===== src/qvr_pkg.sv =====
// quaternion vector rotate: shared types and constants
// used by every module of the rotate core
`timescale 1ns / 1ps
`default_nettype none
package qvr_pkg;
   localparam int DW          = 32;    // field width
   localparam int QUEUE_DEPTH = 4;     // front to back queue entries
   localparam int PW          = 2*DW;  // quaternion part product
   localparam int CW          = PW+2;  // rotation coefficient / norm
   localparam int NW          = 100;   // numerator, signed
   localparam int RW          = 102;   // divider remainder
   localparam int QB          = 35;    // quotient bits
   localparam int SPLIT       = 33;    // coefficient split point

   typedef logic [2:0][DW-1:0] vec_type;
   typedef logic [3:0][DW-1:0] quat_type;

   typedef struct packed {
      logic     zero;
      quat_type quat;
      vec_type  vec;
   } item_type;

   typedef struct packed {
      logic full;
      logic empty;
   } qstat_type;
endpackage
`default_nettype wire


===== src/qvr_queue.sv =====
// quaternion vector rotate: short queue between front and back
// depends on qvr_pkg
`timescale 1ns / 1ps
`default_nettype none
module qvr_queue
   import qvr_pkg::*;
#(
   parameter int DEPTH = QUEUE_DEPTH
)(
   input  wire logic     clock,
   input  wire logic     reset,
   input  wire logic     push,
   input  wire item_type push_item,
   input  wire logic     pop,
   output item_type      head,
   output qstat_type     q_stat
);
   localparam int AW = (DEPTH > 1) ? $clog2(DEPTH) : 1;
   localparam int CNTW = $clog2(DEPTH+1);

   item_type        mem_ff [0:DEPTH-1];
   logic [AW-1:0]   wr_ff, wr_in, rd_ff, rd_in;
   logic [CNTW-1:0] cnt_ff, cnt_in;

   assign head         = mem_ff[rd_ff];
   assign q_stat.full  = (cnt_ff == CNTW'(DEPTH));
   assign q_stat.empty = (cnt_ff == '0);

   always_comb begin
      wr_in  = wr_ff;
      rd_in  = rd_ff;
      cnt_in = cnt_ff;
      if (push) begin
         wr_in = (wr_ff == AW'(DEPTH-1)) ? '0 : wr_ff + 1'b1;
      end
      if (pop) begin
         rd_in = (rd_ff == AW'(DEPTH-1)) ? '0 : rd_ff + 1'b1;
      end
      if (push && !pop) begin
         cnt_in = cnt_ff + 1'b1;
      end else if (pop && !push) begin
         cnt_in = cnt_ff - 1'b1;
      end
   end

   always_ff @(posedge clock) begin
      if (reset) begin
         wr_ff  <= '0;
         rd_ff  <= '0;
         cnt_ff <= '0;
      end else begin
         wr_ff  <= wr_in;
         rd_ff  <= rd_in;
         cnt_ff <= cnt_in;
      end
      if (push) begin
         mem_ff[wr_ff] <= push_item;
      end
   end
endmodule
`default_nettype wire


===== config.mk =====
export PLATFORM = sky130hd
export DESIGN_NAME = qvr_queue
export DESIGN_NICKNAME = d
export VERILOG_FILES = /design/src/qvr_pkg.sv /design/src/qvr_queue.sv
export SDC_FILE = /design/constraint.sdc
export NUM_CORES = 1
export LEC_CHECK = 0
export BUFFER_PORTS_ARGS = -buffer_cell sky130_fd_sc_hd__buf_2
export CAP_MARGIN = 30
export CORE_MARGIN = 3
export CORE_UTILIZATION = 45
export DETAILED_ROUTE_END_ITERATION = 12
export GPL_ROUTABILITY_DRIVEN = 0
export PLACE_DENSITY_LB_ADDON = 0.1
export SYNTH_ARGS = -nofsm -noshare
export SYNTH_HDL_FRONTEND = slang
export SYNTH_SLANG_ARGS = --single-unit
export TNS_END_PERCENT = 50

===== constraint.sdc =====
create_clock -name clock -period 14.5 [get_ports clock]
set_input_delay 2.9 -clock clock [delete_from_list [all_inputs] [get_ports clock]]
set_output_delay 2.9 -clock clock [all_outputs]
set_load 0.02 [all_outputs]

=== After elaboration in Yosys (flattened, before gate mapping) ===
Memory sizes are Yosys's and may differ from the RTL's. A register that Yosys moved wholly into a read port is not among the register bits.
Index checks and enable logic that the tools add are counted.

* Equality and inequality tests: 3
* Multiplexer cells: 8
* Add/subtract/negate cells: 4
* Reductions and logical operators: 6

{| class="wikitable"
|+ Operator list
! operator !! count
|-
| $mux W2 || 4
|-
| $mux W3 || 2
|-
| $add A2 B1 Y2 const B || 2
|-
| $eq A2 B2 Y1 const B || 2
|-
| $add A3 B1 Y3 const B || 1
|-
| $eq A3 B3 Y1 const B || 1
|-
| $logic_not A3 Y1 || 1
|-
| $sub A3 B1 Y3 const B || 1
|-
| $logic_and A1 B1 Y1 || 2
|-
| $logic_not A1 Y1 || 2
|-
| $mux W1 || 2
|-
| $reduce_bool A2 Y1 || 1
|}

* Bits in writable memories: 900
* Bits of input ports: 229
* Output and inout bits: 227
* Logic and storage cells: 25
* Memories: 1
* Bits in registers: 7

{| class="wikitable"
|+ Memory list
! memory !! words !! width !! read ports !! clocked after memory_dff !! wr ports !! line !! RTL
|-
| mem_ff || 4 || 225 || 1 || 1 || 1 || qvr_queue.sv:21 || <nowiki>item_type mem_ff [0:DEPTH-1];</nowiki>
|}

=== Longest topological paths before layout ===
* Depth in word-level cells: 4
* Gate-level depth with buffers: 7
* Depth with buffers taken out: 7

=== Least setup slack after synthesis ===
Ideal clock, no wire load.

* Path type: input port to flip-flop
* Start point: in push
* End point: mem mem_ff[0][0] (netlist name) (enable)
* Arrival time: 7.995 ns
* Setup time: 0.613 ns
* Slack: 5.892 ns
* Stages: 1
* Buffers on the path: 0
* Required time: 13.887 ns
* Cell sequence: and2_1

* Longest elaborated chain between the ends: 2

{| class="wikitable"
|+ Ends and longest elaborated chain
! what !! line !! RTL
|-
| start, declared || qvr_queue.sv:12 || <nowiki>input wire logic push,</nowiki>
|-
| $mux W1 || qvr_queue.sv:56 || <nowiki>if (push) begin</nowiki>
|-
| $mux W1 (not written as such) || qvr_queue.sv:57 || <nowiki>mem_ff[wr_ff] <= push_item;</nowiki>
|-
| end, declared || qvr_queue.sv:21 ||
|}

No other way between the ends.

==> metrics.log <==
INFO  metric run_status = finished clean
INFO  metric path_buf_inv = 4
INFO  metric finalClockSkew = 0.0337 ns
INFO  metric fp.dieArea = 76400 um^2
INFO  metric vdd.ir_drop.worst = 152 uV
INFO  metric cp-start-kind = flop
INFO  metric ioPinCount = 456
INFO  metric highest_attainable_clock_frequency = 136 MHz
INFO  metric cts-buffers-inserted = 93
INFO  metric cap_violations = 0
INFO  metric sw_frac_of_total = 0.225
INFO  metric flow.area_growth_from_synthesis = 19.7%
INFO  metric power_frac_comb = 0.094
INFO  metric die_width = 276 um
INFO  metric synth.top_cells.by_area = sky130_fd_sc_hd__edfxtp_1 (82%), sky130_fd_sc_hd__mux4_2 (15%), sky130_fd_sc_hd__buf_6 (0.62%)
INFO  metric timing.slew.headroom = 0.351
INFO  metric worst_setup_end_kind = output pin
INFO  metric final_design_area_no_fill = 39400 um^2
INFO  metric first_global_vias = 15807
INFO  metric synth_area_leader_cell = sky130_fd_sc_hd__edfxtp_1
INFO  metric critical_path_arrival = 4.43 ns
INFO  metric hold_buffers = 0
INFO  metric hold_path_end = cnt_ff[2]
INFO  metric synth.avg_cell_area = 27.0 um^2
INFO  metric cellInternalPower = 4560 uW
INFO  metric worst_slew_pin_slew = 0.974 ns
INFO  metric die_h = 276 um
INFO  metric clockPowerShare = 0.388
INFO  metric postRouteAntennaNets = 0
INFO  metric seqPwrFrac = 0.518
INFO  metric timing_max_transition_violations_final = 0
INFO  metric initial_cell_density_of_the_core = 0.457
INFO  metric num-fill-cells = 5461
INFO  metric worst-setup-path-type = flop to output pin
INFO  metric dpl_cell_area = 36400 um^2
INFO  metric detail_route.wirelength = 68700 um
INFO  metric crit_family = buffers and inverters
INFO  metric syn-cell-area = 32900 um^2
INFO  metric synth_sequential_area_ratio = 0.827
INFO  metric h-tree-depth = 3
INFO  metric cts_num_sinks = 909
INFO  metric clock_latency = 0.64 ns
INFO  metric layout_min_cycle_time = 7.33 ns
INFO  metric critPathMostFrequentCell = sky130_fd_sc_hd__buf_4
INFO  metric clockBufferDepth = 3
INFO  metric critPathMaxStageDelay = 0.81 ns
INFO  metric drive_above_1_share = 0.461
INFO  metric timing.final.hold_violations = 0
INFO  metric antenna_found_initial = 25
INFO  metric multi_input_comb_area = 5320 um^2
INFO  metric global_router_s_overall_resource_usage = 0.181
INFO  metric cell_chain_critical_path = buf_4, buf_4, buf_4, mux4_2, buf_2
INFO  metric rows = 98
INFO  metric setup_total_negative_slack = 0 ns
INFO  metric io_buffers = 455
INFO  metric num_vias = 14777
INFO  metric regArea = 27200 um^2
INFO  metric yosys_warnings = 0
INFO  metric hold_start = cnt_ff[2]
INFO  metric grt_max_degree = 62
INFO  metric r2r-end = mem_ff[2][202]
INFO  metric regToRegSetupSlack = 11.00 ns
INFO  metric first_drt_iteration_drcs = 1096
INFO  metric synthesized_flop_and_latch_total = 909
INFO  metric grt_first_pass_wirelength = 104000 um
INFO  metric synthDominantCellAreaShare = 0.822
INFO  metric crit_path_max_fanout = 43
INFO  metric crit_slowest_cell = sky130_fd_sc_hd__buf_4
INFO  metric design.final.nets = 1985
INFO  metric r2r_cells = 6
INFO  metric floorplan_core_area = 72000 um^2
INFO  metric via_per_inst = 5.32
INFO  metric cts.root.buffer_cell = sky130_fd_sc_hd__clkbuf_16
INFO  metric critical_path.reg2reg.startpoint = wr_ff[0]
INFO  metric power.density = 149 nW/um^2
INFO  metric timing.hold.worst.class = flop to flop
INFO  metric cts_tree = done
INFO  metric holdPathStages = 2
INFO  metric synthCells = 1219
INFO  metric drc = 0
INFO  metric setup-violations-final = 0
INFO  metric cts.reportedPaths.clkPinSlew = 0.06 ns
INFO  metric min_period_over_period = 0.505
INFO  metric grt_overflow_total = 0
INFO  metric resized_after_cts = 0
INFO  metric firstDrtPassIters = 4
INFO  metric net-switching-power = 1320 uW
INFO  metric synth_cell_type_count = 19
INFO  metric worstPathRequired = 11.60 ns
INFO  metric syn-num-nets = 1455
INFO  metric unrepaired_setup_endpoints_after_global_routing = false
INFO  metric place.detailed.hpwl = 43300 um
INFO  metric post_cts_buffers = 0
INFO  metric p_leak = 0.0131 uW
INFO  metric drt-wirelength-per-cell = 24.7 um
-- through the flow --
step	setup WS (ns)	instances	total power, uW	hold WS [ns]	util
after floorplan	5.89	1219	3460	0.460	-
after global placement	7.51	2595	3650	0.486	0.503
after detailed placement	7.64	2604	3670	0.521	0.506
after CTS	6.93	2771	5960	0.529	0.547
after global routing	6.65	2775	6110	0.557	0.547
final	7.17	2779	5880	0.531	0.547
-- final cells by class --
type	instances	area share
clock inverters	45	0.0123
well taps	950	0.0302
clock buffers	122	0.0619
flip-flops and latches	909	0.691
repair buffers	485	0.0681
diodes	8	0.000509
inverters	4	0.000381
multi-input cells	256	0.135
-- how the worst max path moves through the flow --
| stage | slack [ns] | from | endpoint | cells past startpoint |
|---|---|---|---|---|
| after floorplan | 5.89 | push | mem_ff[0][0] | 1 |
| after global placement | 7.51 | flop | head[109] | 5 |
| after detailed placement | 7.64 | flop | head[67] | 5 |
| after CTS | 6.93 | flop | head[67] | 5 |
| after global routing | 6.65 | flop | head[67] | 5 |
| final | 7.17 | flop | head[67] | 5 |
-- cell usage in the layout, fill, tap and decap left out, types with 6 or more instances in the layout --
cell                        instances
sky130_fd_sc_hd__edfxtp_1         900
sky130_fd_sc_hd__buf_2            455
sky130_fd_sc_hd__mux4_2           225
sky130_fd_sc_hd__clkbuf_16         93
sky130_fd_sc_hd__clkbuf_1          29
sky130_fd_sc_hd__buf_4             21
sky130_fd_sc_hd__clkinv_2          15
sky130_fd_sc_hd__clkinv_1          15
sky130_fd_sc_hd__buf_16             9
sky130_fd_sc_hd__diode_2            8
sky130_fd_sc_hd__bufinv_16          8
sky130_fd_sc_hd__nor2_1             7
sky130_fd_sc_hd__dfxtp_1            7
sky130_fd_sc_hd__ha_1               6
-- cells by family after synthesis --
group                      synth area share
buffers and inverters                0.0112
and+or+nand+nor                     0.00236
xor gates and xnor gates           0.000533
DFF                                   0.827
adders and majority gates           0.00289
AOI/OAI and AO/OA                  0.000456
muxes                                 0.155
-- synth_stat cells --
master and number:
sky130_fd_sc_hd__mux2i_1 4, sky130_fd_sc_hd__clkbuf_1 6, sky130_fd_sc_hd__nor2_1 7, sky130_fd_sc_hd__a21oi_1 2, sky130_fd_sc_hd__o21ai_0 1, sky130_fd_sc_hd__nor3_1 1
sky130_fd_sc_hd__edfxtp_1 900, sky130_fd_sc_hd__xor2_1 2, sky130_fd_sc_hd__and2_1 4, sky130_fd_sc_hd__inv_1 4, sky130_fd_sc_hd__buf_1 1, sky130_fd_sc_hd__fa_1 1
sky130_fd_sc_hd__buf_6 18, sky130_fd_sc_hd__mux4_2 225, sky130_fd_sc_hd__nor3b_1 2, sky130_fd_sc_hd__ha_1 6, sky130_fd_sc_hd__buf_2 25, sky130_fd_sc_hd__or3_1 1
sky130_fd_sc_hd__dfxtp_1 9
-- power groups by stage --
stage | combinational (uW) | clock, uW | sequential [uW]
finish | 553 | 2280 | 3040
global route | 594 | 2460 | 3050
CTS | 570 | 2340 | 3050
detailed placement | 568 | 0 | 3100
global placement | 553 | 0 | 3100
floorplan | 344 | 0 | 3110
-- state kept, by name (all words and copies together) (netlist names), named ones only --
name,flops
cnt_ff,3
mem_ff,900
rd_ff,2
wr_ff,2
-- tightest hold or removal path, stage by stage (launching register included) --
cell	delay [ns]
sky130_fd_sc_hd__dfxtp_1	0.32
sky130_fd_sc_hd__o21ai_0	0.08
sky130_fd_sc_hd__a21oi_1	0.07
-- routing by layer --
metal  up-vias  track usage  part of all wire
met4        26       0.0493             0.020
met1      7811        0.231              0.39
met3       124       0.0708             0.086
li1       6395            -                 -
met2       421        0.292              0.50
met5         -            0            0.0023
(Power assumes the default switching activity.)
