## src/qvr_pkg.sv

```systemverilog
// quaternion vector rotate: shared types and constants
// used by every module of the rotate core
`timescale 1ns / 1ps
`default_nettype none
package qvr_pkg;
   localparam int DW          = 32;    // field width
   localparam int QUEUE_DEPTH = 4;     // front to back queue entries
   localparam int PW          = 2*DW;  // quaternion part product
   localparam int CW          = PW+2;  // rotation coefficient / norm
   localparam int NW          = 100;   // numerator, signed
   localparam int RW          = 102;   // divider remainder
   localparam int QB          = 35;    // quotient bits
   localparam int SPLIT       = 33;    // coefficient split point

   typedef logic [2:0][DW-1:0] vec_type;
   typedef logic [3:0][DW-1:0] quat_type;

   typedef struct packed {
      logic     zero;
      quat_type quat;
      vec_type  vec;
   } item_type;

   typedef struct packed {
      logic full;
      logic empty;
   } qstat_type;
endpackage
`default_nettype wire

```

## src/qvr_front.sv

```systemverilog
// quaternion vector rotate: input register and zero-length classification
// depends on qvr_pkg
`timescale 1ns / 1ps
`default_nettype none
module qvr_front
   import qvr_pkg::*;
(
   input  wire logic          clock,
   input  wire logic          reset,
   input  wire logic          req_tvalid,
   output logic               req_tready,
   input  wire logic [7*DW-1:0] req_tdata,
   input  wire qstat_type     q_stat,
   output logic               push,
   output item_type           push_item
);
   logic     front_v_ff, front_v_in;
   item_type front_ff, front_in;
   logic     take;

   assign push       = front_v_ff & ~q_stat.full;
   assign req_tready = ~front_v_ff | ~q_stat.full;
   assign take       = req_tvalid & req_tready;
   assign front_v_in = take | (front_v_ff & ~push);
   assign push_item  = front_ff;

   always_comb begin
      front_in.quat = quat_type'(req_tdata[4*DW-1:0]);
      front_in.vec  = vec_type'(req_tdata[7*DW-1:4*DW]);
      front_in.zero = (req_tdata[4*DW-1:0] == '0);
   end

   always_ff @(posedge clock) begin
      if (reset) begin
         front_v_ff <= 1'b0;
      end else begin
         front_v_ff <= front_v_in;
      end
      if (take) begin
         front_ff <= front_in;
      end
   end
endmodule
`default_nettype wire

```

## config.mk

```make
export PLATFORM = sky130hd
export DESIGN_NAME = qvr_front
export DESIGN_NICKNAME = d
export VERILOG_FILES = /design/src/qvr_pkg.sv /design/src/qvr_front.sv
export SDC_FILE = /design/constraint.sdc
export NUM_CORES = 1
export LEC_CHECK = 0
export BUFFER_PORTS_ARGS = -buffer_cell sky130_fd_sc_hd__buf_2
export CORE_AREA = 2 2 176 178
export CTS_BUF_LIST = sky130_fd_sc_hd__clkbuf_8
export DETAILED_ROUTE_END_ITERATION = 10
export DIE_AREA = 0 0 178 180
export GPL_TIMING_DRIVEN = 0
export PLACE_DENSITY_LB_ADDON = 0.2
export SLEW_MARGIN = 10
export SYNTH_ARGS = -nofsm -noshare
export SYNTH_HDL_FRONTEND = slang
export SYNTH_SLANG_ARGS = --single-unit
```

## constraint.sdc

```tcl
create_clock -name clock -period 18.8 [get_ports clock]
set_input_delay 2.82 -clock clock [delete_from_list [all_inputs] [get_ports clock]]
set_output_delay 2.82 -clock clock [all_outputs]
set_load 0.1 [all_outputs]
```

Yosys cells after proc, flatten, opt, wreduce, memory -nomap -nowiden
Index checks and enable logic that the tools add are counted. Widths: inputs -> output; s select.

Add/subtract/negate cells: 0. Multiply operators: 0. Divide/modulo/power cells: 0. Order comparisons: 0. Equal/unequal tests: 0. Shifts and indexed selects: 0. Multiplexer cells: 0. Bitwise operators: 8. Reductions and logical operators: 1.

Operators with widths (count): $logic_not 128->1 (1); $and 1x1->1 (3); $not 1->1 (3); $or 1x1->1 (2).

Register bits after elaboration: 226. Bits in latches: 0. RAM bits: 0. ROM bits: 0. Input bits: 229. Memories: 0.

Logic depth before layout (Yosys ltp)
Depth after elaboration: 5. Mapped depth: 4.

Least setup slack after synthesis
No wires, ideal clock.

Kind: input to register. Start: in q_stat[1] (netlist bit). End: reg front_ff, in the netlist push_item[0], enable pin. Setup time: 0.612 ns. Data arrival time: 8.697 ns. Required time: 18.188 ns. Setup slack: 9.491 ns. Cell stages on the path: 2. Path buffers: 0. Cell sequence: nand2_1 -> and2_1.

Longest elaborated chain between the ends: 3.

RTL lines: start: declaration (line qvr_front.sv:13) `input wire qstat_type q_stat,`; $not 1->1 (line qvr_front.sv:22) `assign req_tready = ~front_v_ff | ~q_stat.full;`; $or 1x1->1 (line qvr_front.sv:22); $and 1x1->1 (line qvr_front.sv:23) `assign take = req_tvalid & req_tready;`; named net take (line qvr_front.sv:19) `logic take;`; end signal: assignment (line qvr_front.sv:40) `front_ff <= front_in;`; end: declaration (line qvr_front.sv:18) `item_type front_ff, front_in;`.

The timed path passes the listed nets, and every way through them passes these cells. A chain may end at the register's enable or synchronous reset.

Worst setup path after layout
Start: in q_stat[1] (netlist bit). End: out push.

Longest elaborated chain between the ends: 2.

RTL lines: $not 1->1 (line qvr_front.sv:21) `assign push = front_v_ff & ~q_stat.full;`; $and 1x1->1 (line qvr_front.sv:21); end: declaration (line qvr_front.sv:14) `output logic push,`.

No other way between the ends.

==> report_table.html <==
<table>
<tr><th>Metric</th><th>Value</th></tr>
<tr><th colspan="2">Run status</th></tr>
<tr><td>Run status</td><td>finished, final reports clean</td></tr>
<tr><th colspan="2">Layout</th></tr>
<tr><td>Number of nets in the final layout</td><td>1,003</td></tr>
<tr><td>Fill cell count</td><td>3,002</td></tr>
<tr><td>Share of cells above drive strength 1</td><td>a little over three fifths</td></tr>
<tr><td>Syn-to-layout area delta</td><td>50.4%</td></tr>
<tr><th colspan="2">Global routing</th></tr>
<tr><td>Maximum number of pins on one net before global-route repair</td><td>65</td></tr>
<tr><td>Vias in the first global route</td><td>~5k</td></tr>
<tr><td>Global-route total usage across every layer</td><td>12.1%</td></tr>
<tr><td>First-pass GRT wire length</td><td>29,000 um</td></tr>
<tr><td>Global route overflow</td><td>0</td></tr>
<tr><td>Number of antenna violations at the first check in global routing</td><td>1</td></tr>
<tr><th colspan="2">Floorplanning</th></tr>
<tr><td>Number of placement rows</td><td>64</td></tr>
<tr><td>Width of the chip</td><td>roughly 180 um</td></tr>
<tr><td>Vertical extent of the die</td><td>180 um</td></tr>
<tr><td>Top-Level Pins</td><td>approximately 460</td></tr>
<tr><td>Die Footprint</td><td>32,000 um^2</td></tr>
<tr><td>Placeable Area</td><td>between 30,000 and 40,000 um^2</td></tr>
<tr><td>Initial core utilization</td><td>about a quarter</td></tr>
<tr><th colspan="2">Pwr</th></tr>
<tr><td>Worst vdd rail ir drop</td><td>0.0000505 V</td></tr>
<tr><td>Static power due to leakage</td><td>4.46 nW</td></tr>
<tr><td>Power Dens Cells</td><td>121 nW/um^2</td></tr>
<tr><th colspan="2">Place</th></tr>
<tr><td>Number of buffer cells added on primary ports</td><td>~450</td></tr>
<tr><td>HPWL after DPL</td><td>~16,000 um</td></tr>
<tr><td>Final weighted congestion in routability-driven placement</td><td>0.733</td></tr>
<tr><th colspan="2">CTS</th></tr>
<tr><td>PostCTS Resize Cnt</td><td>0</td></tr>
<tr><td>Post-CTS setup buffers</td><td>0</td></tr>
<tr><td>Maximum clock path buffer count</td><td>3</td></tr>
<tr><td>Post-CTS clock slew at the launch and capture registers of the worst setup and hold paths</td><td>0.05 ns</td></tr>
<tr><td>Number of levels in the clock H-tree</td><td>2</td></tr>
<tr><td>Clock sink count</td><td>between 200 and 250</td></tr>
<tr><td>Clock tree from TritonCTS</td><td>built</td></tr>
<tr><td>Clock latency on the worst-skew pair</td><td>between 0.5 and 0.6 ns</td></tr>
<tr><td>Post-CTS Hold Fix Bufs</td><td>0</td></tr>
<tr><td>Root Driver</td><td>sky130_fd_sc_hd__clkbuf_8</td></tr>
<tr><td>Number of CTS-inserted buffers</td><td>41</td></tr>
<tr><th colspan="2">STA</th></tr>
<tr><td>Fin crit period</td><td>6.28 ns</td></tr>
<tr><td>Hold Vio Cnt, Final</td><td>0</td></tr>
<tr><td>F_max</td><td>159 MHz</td></tr>
<tr><td>Setup repair after global routing missed its margin</td><td>no</td></tr>
<tr><td>Pins over their slew limit</td><td>0</td></tr>
<tr><td>Share of the clock period used by the worst path after layout</td><td>33.4%</td></tr>
<tr><td>Worst rel slew slack</td><td>44.2%</td></tr>
<tr><td>Setup TNS</td><td>0 ns</td></tr>
<tr><td>Total setup violations reported at the end of the flow</td><td>0</td></tr>
<tr><td>Hold_ws</td><td>around 0.54 ns</td></tr>
<tr><td>Slew @ Worst Pin</td><td>between 0.8 and 0.9 ns</td></tr>
<tr><td>Worst clock skew on the final layout</td><td>0.0176 ns</td></tr>
<tr><th colspan="2">Hold path</th></tr>
<tr><td>Type of the most critical hold path</td><td>flip-flop to flip-flop</td></tr>
<tr><th colspan="2">Worst setup path</th></tr>
<tr><td>Category of the critical setup timing path</td><td>input pin to primary output</td></tr>
<tr><td>Maximum fanout encountered on the critical timing path</td><td>3</td></tr>
<tr><td>CP Cell Sequence</td><td>buf_2 -&gt; nor2b_1 -&gt; buf_2</td></tr>
<tr><td>Delay-heaviest family, CP</td><td>buffers and inverters</td></tr>
<tr><td>Critical-path top delay cell</td><td>sky130_fd_sc_hd__buf_2</td></tr>
<tr><td>Crit path required time</td><td>15.98 ns</td></tr>
<tr><td>Data arrival, critical path</td><td>3.46 ns</td></tr>
<tr><td>Largest incremental delay on the critical path</td><td>0.43 ns</td></tr>
<tr><td>Category of the worst setup path capture point</td><td>primary output</td></tr>
<tr><td>Buffers plus inverters on the worst setup path</td><td>2</td></tr>
<tr><td>Type of origin of the critical path</td><td>input pin</td></tr>
<tr><td>Crit path top cell by count</td><td>sky130_fd_sc_hd__buf_2</td></tr>
<tr><th colspan="2">Detailed routing</th></tr>
<tr><td>Final wirelength</td><td>20,300 um</td></tr>
<tr><td>Detailed Route Iter0 Violations</td><td>234</td></tr>
<tr><td>Number of vias per cell after detailed routing</td><td>3.94</td></tr>
<tr><td>Count of nets left with antenna violations after detail routing</td><td>0</td></tr>
<tr><td>Total vias in the final route</td><td>~4.7k</td></tr>
<tr><td>Number of design rule violations left after detail routing</td><td>0</td></tr>
<tr><td>Wire length per cell after detailed routing</td><td>17.0 um</td></tr>
<tr><td>First-pass iteration count of the detailed router</td><td>5</td></tr>
<tr><th colspan="2">Synth</th></tr>
<tr><td>Synthesis Warnings</td><td>0</td></tr>
<tr><td>Mean post-synth cell area</td><td>between 20 and 30 um^2</td></tr>
<tr><td>Top cell type by total area after synthesis</td><td>sky130_fd_sc_hd__edfxtp_1</td></tr>
<tr><td>Cell types occupying the most area after synthesis</td><td>sky130_fd_sc_hd__edfxtp_1 (95%), sky130_fd_sc_hd__nor4_1 (2.7%), sky130_fd_sc_hd__nand4_1 (0.71%), sky130_fd_sc_hd__dfxtp_1 (0.28%), sky130_fd_sc_hd__or4_1 (0.21%)</td></tr>
<tr><td>Syn Inst Count</td><td>274</td></tr>
<tr><td>Post-synthesis register bit count</td><td>226</td></tr>
<tr><td>Share of synthesized area occupied by flip-flops and latches</td><td>95.8%</td></tr>
<tr><td>Number of different library cells in the post-synthesis netlist</td><td>11</td></tr>
<tr><td>Area fraction of the dominant cell type after synthesis</td><td>between 90% and 100%</td></tr>
<tr><td>Cell area after synthesis</td><td>7080 um^2</td></tr>
<tr><td>Mapped Nets</td><td>~500</td></tr>
<tr><th colspan="2">Run</th></tr>
<tr><td>Maximum capacitance violations</td><td>0</td></tr>
</table>
## per-layer routing
layer | global-route usage (%) | routed length [um]
met5 | 0 | 0
met4 | 5.31 | 693
met3 | 4.36 | 2140
met2 | 21.7 | 10400
met1 | 12.4 | 7060
## kinds of logic after synthesis
| kind of cell | after synthesis | synth area share (%) |
|---|---|---|
| AOI/OAI and AO/OA | 1 | 0.0707 |
| DFF | 226 | 95.8 |
| and+or+nand+nor | 47 | 4.17 |
## final cells by class
type                       instances  area, um^2  area share, %
sequential                       226        6780           63.7
tap                              396         495           4.66
clock inverter                    27         131           1.23
clock buffer                      42         578           5.43
antenna                            1        2.50         0.0235
multi-input combinational         48         303           2.85
timing repair buffer             457        2350           22.1
## layout by cell type (no fill, tap or decap)
| master | n |
|---|---|
| sky130_fd_sc_hd__a21oi_1 | 1 |
| sky130_fd_sc_hd__and2_4 | 1 |
| sky130_fd_sc_hd__buf_16 | 3 |
| sky130_fd_sc_hd__buf_2 | 454 |
| sky130_fd_sc_hd__bufinv_16 | 1 |
| sky130_fd_sc_hd__clkbuf_8 | 42 |
| sky130_fd_sc_hd__clkinv_1 | 9 |
| sky130_fd_sc_hd__clkinv_2 | 3 |
| sky130_fd_sc_hd__dfxtp_1 | 1 |
| sky130_fd_sc_hd__diode_2 | 1 |
| sky130_fd_sc_hd__edfxtp_1 | 225 |
| sky130_fd_sc_hd__inv_1 | 14 |
| sky130_fd_sc_hd__nand2_1 | 1 |
| sky130_fd_sc_hd__nand4_1 | 8 |
| sky130_fd_sc_hd__nor2_1 | 2 |
| sky130_fd_sc_hd__nor2b_1 | 1 |
| sky130_fd_sc_hd__nor4_1 | 31 |
| sky130_fd_sc_hd__nor4_2 | 1 |
| sky130_fd_sc_hd__or4_1 | 2 |
## report_power, final
| part | switching, mW | leakage (nW) | internal [mW] |
|---|---|---|---|
| logic | 0.241 | 1.85 | 0.0378 |
| registers | 0.00644 | 2.19 | 0.590 |
| clock network | 0.190 | 0.417 | 0.219 |
| total | 0.438 | 4.46 | 0.847 |
## worst paths after layout
| kind | startpoint | cells after the start | end | slack [ns] |
|---|---|---|---|---|
| setup / recovery | q_stat[1] | 3 | push | 12.52 |
| hold / removal | front_v_ff$_SDFF_PP0_ | 2 | front_v_ff$_SDFF_PP0_ | 0.54 |
| setup reg to reg | front_v_ff$_SDFF_PP0_ | 4 | push_item[115]$_DFFE_PP_ | 16.66 |
| hold reg to reg | front_v_ff$_SDFF_PP0_ | 2 | front_v_ff$_SDFF_PP0_ | 0.54 |
## registers in the layout, indices dropped and copies added (netlist names)
| name | count |
|---|---|
| push_item | 225 |
| front_v_ff | 1 |
## cells in the mapped netlist
master                     number
sky130_fd_sc_hd__edfxtp_1     225
sky130_fd_sc_hd__dfxtp_1        1
sky130_fd_sc_hd__and2_1         1
sky130_fd_sc_hd__nor2_1         2
sky130_fd_sc_hd__nand4_1        8
sky130_fd_sc_hd__nand2_1        1
sky130_fd_sc_hd__a21oi_1        1
sky130_fd_sc_hd__or4_1          2
sky130_fd_sc_hd__nor2b_1        1
sky130_fd_sc_hd__nor4_1        31
sky130_fd_sc_hd__nor4_2         1
## tightest hold or removal path: cells and delay by family, from the launching register on
family / cells / cell delay [ns]
compound gates: 1 / 0.07
flops: 1 / 0.35
simple gates: 1 / 0.08
## through the flow
| stage | instance area, um^2 | std cells | setup slack (ns) | total power [mW] | util (%) |
|---|---|---|---|---|---|
| 2_1_floorplan | 7080 | 274 | 9.49 | 0.830 | - |
| 3_3_place_gp | 9840 | 1124 | 7.74 | 0.893 | 32.6 |
| 3_5_place_dp | 9930 | 1127 | 12.53 | 0.888 | 32.9 |
| 4_1_cts | 10600 | 1196 | 12.52 | 1.31 | 35.2 |
| 5_1_grt | 10600 | 1197 | 12.48 | 1.33 | 35.2 |
| 6_report | 10600 | 1197 | 12.52 | 1.28 | 35.2 |
Power figures use the tool's default switching activity.
